===== config.mk =====
export PLATFORM = sky130hd
export DESIGN_NAME = c2d_ctrl
export DESIGN_NICKNAME = d
export VERILOG_FILES = /design/src/design/c2d_pkg.sv /design/src/design/c2d_ctrl.sv
export SDC_FILE = /design/constraint.sdc
export NUM_CORES = 1
export LEC_CHECK = 0
export BUFFER_PORTS_ARGS = -buffer_cell sky130_fd_sc_hd__clkbuf_2
export CAP_MARGIN = 20
export CORE_AREA = 2 2 39 41
export DETAILED_ROUTE_END_ITERATION = 8
export DIE_AREA = 0 0 41 43
export PLACE_DENSITY = 0.69
export SKIP_CTS_REPAIR_TIMING = 1
export SYNTH_ARGS = -nofsm -noshare
export SYNTH_HDL_FRONTEND = slang
export SYNTH_SLANG_ARGS = --single-unit

===== constraint.sdc =====
create_clock -name clock -period 1.4 [get_ports clock]
set_input_delay 0.28 -clock clock [delete_from_list [all_inputs] [get_ports clock]]
set_output_delay 0.28 -clock clock [all_outputs]
set_load 0.01 [all_outputs]

===== src/design/c2d_pkg.sv =====
// Shared opcodes, register indexes, widths and controller/datapath bundles.
package c2d_pkg;

   localparam int unsigned ADDR_W     = 12;
   localparam int unsigned VAL_W      = 8;
   localparam int unsigned ACC_W      = 32;
   localparam int unsigned CSR_IDX_W  = 3;
   localparam int unsigned CSR_DATA_W = 7;

   localparam logic [1:0] OP_WR_ACT = 2'd0;
   localparam logic [1:0] OP_WR_WGT = 2'd1;
   localparam logic [1:0] OP_RUN    = 2'd2;
   localparam logic [1:0] OP_RD_OUT = 2'd3;

   localparam logic [CSR_IDX_W-1:0] CSR_IN_CHANNELS  = 3'd0;
   localparam logic [CSR_IDX_W-1:0] CSR_IN_HEIGHT    = 3'd1;
   localparam logic [CSR_IDX_W-1:0] CSR_IN_WIDTH     = 3'd2;
   localparam logic [CSR_IDX_W-1:0] CSR_OUT_CHANNELS = 3'd3;
   localparam logic [CSR_IDX_W-1:0] CSR_KERNEL_ROWS  = 3'd4;
   localparam logic [CSR_IDX_W-1:0] CSR_KERNEL_COLS  = 3'd5;
   localparam logic [CSR_IDX_W-1:0] CSR_STEP_SIZE    = 3'd6;
   localparam logic [CSR_IDX_W-1:0] CSR_PAD_AMOUNT   = 3'd7;

   typedef struct packed {
      logic wr_act;
      logic wr_wgt;
      logic rd_out;
      logic run_start;
      logic div_step;
      logic mul1;
      logic mul2;
      logic mul3;
      logic run_init;
      logic run_step;
      logic rsp_load;
      logic rsp_read;
      logic rsp_err;
   } c2d_cmd_type;

   typedef struct packed {
      logic shape_err;
      logic geo_err;
      logic div_done;
      logic run_last;
   } c2d_sts_type;

endpackage


===== src/design/c2d_ctrl.sv =====
// Controller state machine: item decode, geometry check sequence, run and response.
module c2d_ctrl (
   input  logic                 clock,
   input  logic                 reset,
   input  logic                 req_valid,
   input  logic [1:0]           req_op,
   output logic                 req_ready,
   output logic                 rsp_valid,
   input  logic                 rsp_ready,
   input  c2d_pkg::c2d_sts_type sts,
   output c2d_pkg::c2d_cmd_type cmd
);

   localparam logic [3:0] S_IDLE  = 4'd0;
   localparam logic [3:0] S_READ  = 4'd1;
   localparam logic [3:0] S_DIV   = 4'd2;
   localparam logic [3:0] S_MUL1  = 4'd3;
   localparam logic [3:0] S_MUL2  = 4'd4;
   localparam logic [3:0] S_MUL3  = 4'd5;
   localparam logic [3:0] S_CHECK = 4'd6;
   localparam logic [3:0] S_RUN   = 4'd7;
   localparam logic [3:0] S_DRAIN = 4'd8;

   logic [3:0] state_ff, state_in;
   logic       rsp_valid_ff, rsp_valid_in;
   logic       xfer;

   assign req_ready = (state_ff == S_IDLE) && (!rsp_valid_ff || rsp_ready);
   assign xfer      = req_valid && req_ready;
   assign rsp_valid = rsp_valid_ff;

   always_comb begin
      cmd      = '0;
      state_in = state_ff;
      unique case (state_ff)
         S_IDLE: begin
            if (xfer) begin
               unique case (req_op)
                  c2d_pkg::OP_WR_ACT: begin
                     cmd.wr_act   = 1'b1;
                     cmd.rsp_load = 1'b1;
                  end
                  c2d_pkg::OP_WR_WGT: begin
                     cmd.wr_wgt   = 1'b1;
                     cmd.rsp_load = 1'b1;
                  end
                  c2d_pkg::OP_RUN: begin
                     cmd.run_start = 1'b1;
                     state_in      = S_DIV;
                  end
                  default: begin
                     cmd.rd_out = 1'b1;
                     state_in   = S_READ;
                  end
               endcase
            end
         end
         S_READ: begin
            cmd.rsp_load = 1'b1;
            cmd.rsp_read = 1'b1;
            state_in     = S_IDLE;
         end
         S_DIV: begin
            if (sts.shape_err) begin
               cmd.rsp_load = 1'b1;
               cmd.rsp_err  = 1'b1;
               state_in     = S_IDLE;
            end else if (sts.div_done) begin
               state_in = S_MUL1;
            end else begin
               cmd.div_step = 1'b1;
            end
         end
         S_MUL1: begin
            cmd.mul1 = 1'b1;
            state_in = S_MUL2;
         end
         S_MUL2: begin
            cmd.mul2 = 1'b1;
            state_in = S_MUL3;
         end
         S_MUL3: begin
            cmd.mul3 = 1'b1;
            state_in = S_CHECK;
         end
         S_CHECK: begin
            if (sts.geo_err) begin
               cmd.rsp_load = 1'b1;
               cmd.rsp_err  = 1'b1;
               state_in     = S_IDLE;
            end else begin
               cmd.run_init = 1'b1;
               state_in     = S_RUN;
            end
         end
         S_RUN: begin
            cmd.run_step = 1'b1;
            if (sts.run_last) state_in = S_DRAIN;
         end
         S_DRAIN: begin
            // last sum is written to the output store at this edge
            cmd.rsp_load = 1'b1;
            state_in     = S_IDLE;
         end
         default: state_in = S_IDLE;
      endcase
   end

   always_comb begin
      rsp_valid_in = rsp_valid_ff;
      if (rsp_valid_ff && rsp_ready) rsp_valid_in = 1'b0;
      if (cmd.rsp_load) rsp_valid_in = 1'b1;
   end

   always_ff @(posedge clock) begin
      if (reset) begin
         state_ff     <= S_IDLE;
         rsp_valid_ff <= 1'b0;
      end else begin
         state_ff     <= state_in;
         rsp_valid_ff <= rsp_valid_in;
      end
   end

endmodule


# Word-level counts from Yosys, hierarchy flattened
# Index checks and enable logic that the tools add are counted.
# Widths: inputs -> output; s select.
totals:
  register_bits: 5
  latchBits: 0
  ramBits: 0
  mem_bits_ro: 0
  in_bits: 10
  output_inout_bits: 15
  elab_cells: 59
  n_memories: 0
classes:
  n_addsub: 0
  multipliers: 0
  div: 0
  n_lt_le_gt_ge: 0
  n_eq_ne: 14
  shift: 0
  muxes: 31
  bitwise: 0
  reduce_logical: 12
op_table:
  columns: ["operator", "count"]
  rows:
  - ["$pmux 4 s7", 1]
  - ["$mux 4", 6]
  - ["$mux 1", 20]
  - ["$eq 4x3->1 const B", 4]
  - ["$eq 4x2->1 const B", 2]
  - ["$pmux 4 s2", 1]
  - ["$ne 2x2->1 const B", 3]
  - ["$eq 4x1->1 const B", 1]
  - ["$eq 4x4->1 const B", 1]
  - ["$logic_not 4->1", 1]
  - ["$pmux 1 s4", 1]
  - ["$reduce_and 4->1", 1]
  - ["$reduce_or 2->1", 2]
  - ["$logic_and 1x1->1", 3]
  - ["$mux 3", 1]
  - ["$ne 3x3->1 const B", 1]
  - ["$reduce_or 3->1", 1]
  - ["$eq 2x1->1 const B", 1]
  - ["$eq 2x2->1 const B", 1]
  - ["$logic_not 2->1", 1]
  - ["$pmux 1 s2", 1]
  - ["$reduce_bool 2->1", 1]
  - ["$logic_not 1->1", 1]
  - ["$logic_or 1x1->1", 1]

# Longest topological paths before layout
logic_depth:
  word_depth: 7
  ltp_mapped: 6
  depth_no_buf: 5

# Worst setup path before layout
# No wires, ideal clock.
synth_timing:
  kind: "register to output"
  start: "register state_ff[2]"
  end: "output port cmd[11] (netlist name)"
  t_arrival_ns: 1.328
  required_ns: 1.120
  slack_ns: -0.208
  path_stages_with_launch: 5
  path_buffers: 1
  cell_sequence: "dfxtp_1 -> clkbuf_1 -> nor4_1 -> nand3_1 -> nor3b_1"
synth_lines:
  columns: ["item", "line_no", "text"]
  rows:
  - ["from (decl)", "c2d_ctrl.sv:24", "logic [3:0] state_ff, state_in;"]
  - ["from (signal assigned)", "c2d_ctrl.sv:120", "state_ff <= state_in;"]
  - ["to (decl)", "c2d_ctrl.sv:11", "output c2d_pkg::c2d_cmd_type cmd"]

==> out/metrics.cfg <==
[logic_synthesis]
seq_area_frac_synth = 0.199
postSynthNetCount = 78
post_synth_main_area_contributors = sky130_fd_sc_hd__dfxtp_1 (20%), sky130_fd_sc_hd__nand2b_1 (6.2%), sky130_fd_sc_hd__nor2_1 (6.0%)
yosysUniqueCellTypes = 35
syn-instance-count = 68
synth_top_flop_cell = sky130_fd_sc_hd__dfxtp_1
synth-edff-count = 0
yosysTopAreaCell = sky130_fd_sc_hd__dfxtp_1
yosys_register_bits = 5
synth_area_um2 = 504
avg_synthesized_cell_area_um2 = 7.42
asyncSetResetFlopFracSynth = 0
synthesis.yosys.warnings = 0
post-synth-top-count-cell = sky130_fd_sc_hd__nor2_1
synth_top_cell_area_share = 0.199
ys_top_cells_by_count = sky130_fd_sc_hd__nor2_1 (8), sky130_fd_sc_hd__nand2_1 (6), sky130_fd_sc_hd__dfxtp_1 (5), sky130_fd_sc_hd__nand2b_1 (5), sky130_fd_sc_hd__nor3_1 (4)

[die]
die-width_um = 41
die_h_um = 43
die_area_mm2 = 0.00176
core_area_mm2 = 0.00138
io_pins = 25
start_util = 0.364
floorplan.rows = 14

[worst_setup_path]
worst-endpoint-arrival_ns = 1.50
timing_worst_setup_path_type = register to primary output
rr_startpoint = state_ff[0]
cp_max_fo = 3
origin_of_the_worst_setup_path = state_ff[3]
setup_slack_on_the_worst_flop_to_flop_path_ns = -0.19
cp_data_required_time_ns = 1.12
critical_path.endpoint_type = primary output
crit_path_start_kind = register

[clock_tree]
clock_insertion_delay_worst_skew_ns = 0.25
tritoncts_clock_tree = built
clock_sinks = 5
cts_root_buf = sky130_fd_sc_hd__clkbuf_4
ctsHtreeMaxLevel = 1
cts_inserted_buffers = 3
clkTransAtPathRegs_ns = 0.04
clk_path_buf_depth = 2

[worst_hold_path]
holdCritStartpoint = reset
hold_path_class = input port to register

[cells_and_area]
finalNonFillerCells = 134
num-fill-cells = 107
final_design_area_no_fill_mm2 = 0.00105
n_antenna_cell = 0
areaGrowthSynthToFinish_pct = 109
design.final.nets = 129
post_route_cells_drive_above_1_share = 0.737

[outcome]
failed_checks = negative setup slack
status = finished with violations

[sta]
clock_skew_ns = 0.00164
hold_violations = 0
fmax_ghz = 0.562
post-route-worst-setup-slack_ns = -0.381
grt_setup_unrepaired = true
setup_viol = 18
timing.slew.headroom = 0.724
worst-slew-pin-transition_ns = 0.410
post-route-period-util = 1.27
final.setup.tns_ns = -3.31
max_transition_viols_final = 0
period_needed_ns = 1.78

[detailed_routing]
vias = 712
post_drt_wl_per_cell_um = 14.4
drtPass1Iterations = 3
detail_route.wirelength_um = 1930
first_iter_violations = 6
detail-route-antenna-nets = 0
drc_errors = 0
routed_via_density = 5.31

[place]
post_dp_cell_area_um2 = 787
rd_place_congestion = 0.809
dp.final_hpwl_um = 1230
place_inst = 121
port_buffers = 24

[global_route]
grt_pass1_vias = 571
globalRouteOverflowTotal = 0
initial_antenna_violation_count = 0
grt_pass1_wl_um = 2200
track_usage = 0.184
maximum_number_of_pins_on_one_net_before_global_route_repair = 12

[job]
cap_violations = 0

[pwr]
power_density_mw_per_mm2 = 572
worst_ir_drop_on_vdd_mv = 0.402
p_leak_nw = 0.499

area by class of cell:
class	instances	area, um2	share of cell area
timing repair buffer	51	398	0.378
clock buffer	4	26.3	0.0250
sequential	5	108	0.102
inverter	2	8.76	0.00832
tap	16	20.0	0.0190
multi-input combinational	56	492	0.467
cells by family after synthesis:
family	count (synthesis)	synth area share
AND/OR/NAND/NOR	40	0.457
AO/OA/AOI/OAI	15	0.231
buffers and inverters	7	0.0918
flip-flops	5	0.199
multiplexers	1	0.0223
cell usage in the layout (no fill, tap or decap), drive strengths merged, types with 2 or more instances in the layout:
cell and instances:
o21ba 2, nand2 6, o21ai 2, nor3b 2, o31ai 2, nor3 4, nor2 8, a21oi 4
clkbuf 15, nor4 2, buf 40, or4 2, dfxtp 5, nor2b 3, nand2b 5
critical path: stages (launching register included):
cell                       delay [ns]
sky130_fd_sc_hd__dfxtp_2         0.33
sky130_fd_sc_hd__or2_4           0.26
sky130_fd_sc_hd__or4_4           0.51
sky130_fd_sc_hd__clkinv_2        0.07
sky130_fd_sc_hd__buf_6           0.09
worst paths after layout:
check           endpoint  cells after the start
max reg2reg  state_ff[1]                      6
max               cmd[8]                      4
min          state_ff[1]                      2
min reg2reg  state_ff[2]                      2
metal layers:
metal	global-route usage	wire length (um)
met1	0.183	731
met5	0	0
met4	0.0400	35
met2	0.338	1060
met3	0.0628	103
where the power goes:
part           internal [mW]  switching, mW
combinational          0.148          0.126
sequential             0.149        0.00779
clock                  0.108         0.0630
state kept, by name (all words and copies together) (netlist names):
name and cells:
state_ff 4, rsp_valid 1
metrics by stage:
stage | power (mW) | hold WS, ns | worst slack [ns] | utilization
CTS | 0.525 | 0.259 | -0.404 | 0.588
floorplan | 0.280 | 0.342 | -0.125 | -
finish | 0.602 | 0.266 | -0.381 | 0.760
global route | 0.647 | 0.257 | -0.417 | 0.760
global placement | 0.352 | 0.522 | -0.128 | 0.569
detailed placement | 0.355 | 0.516 | -0.132 | 0.569
Note: power is estimated with default switching activity, not from simulation.
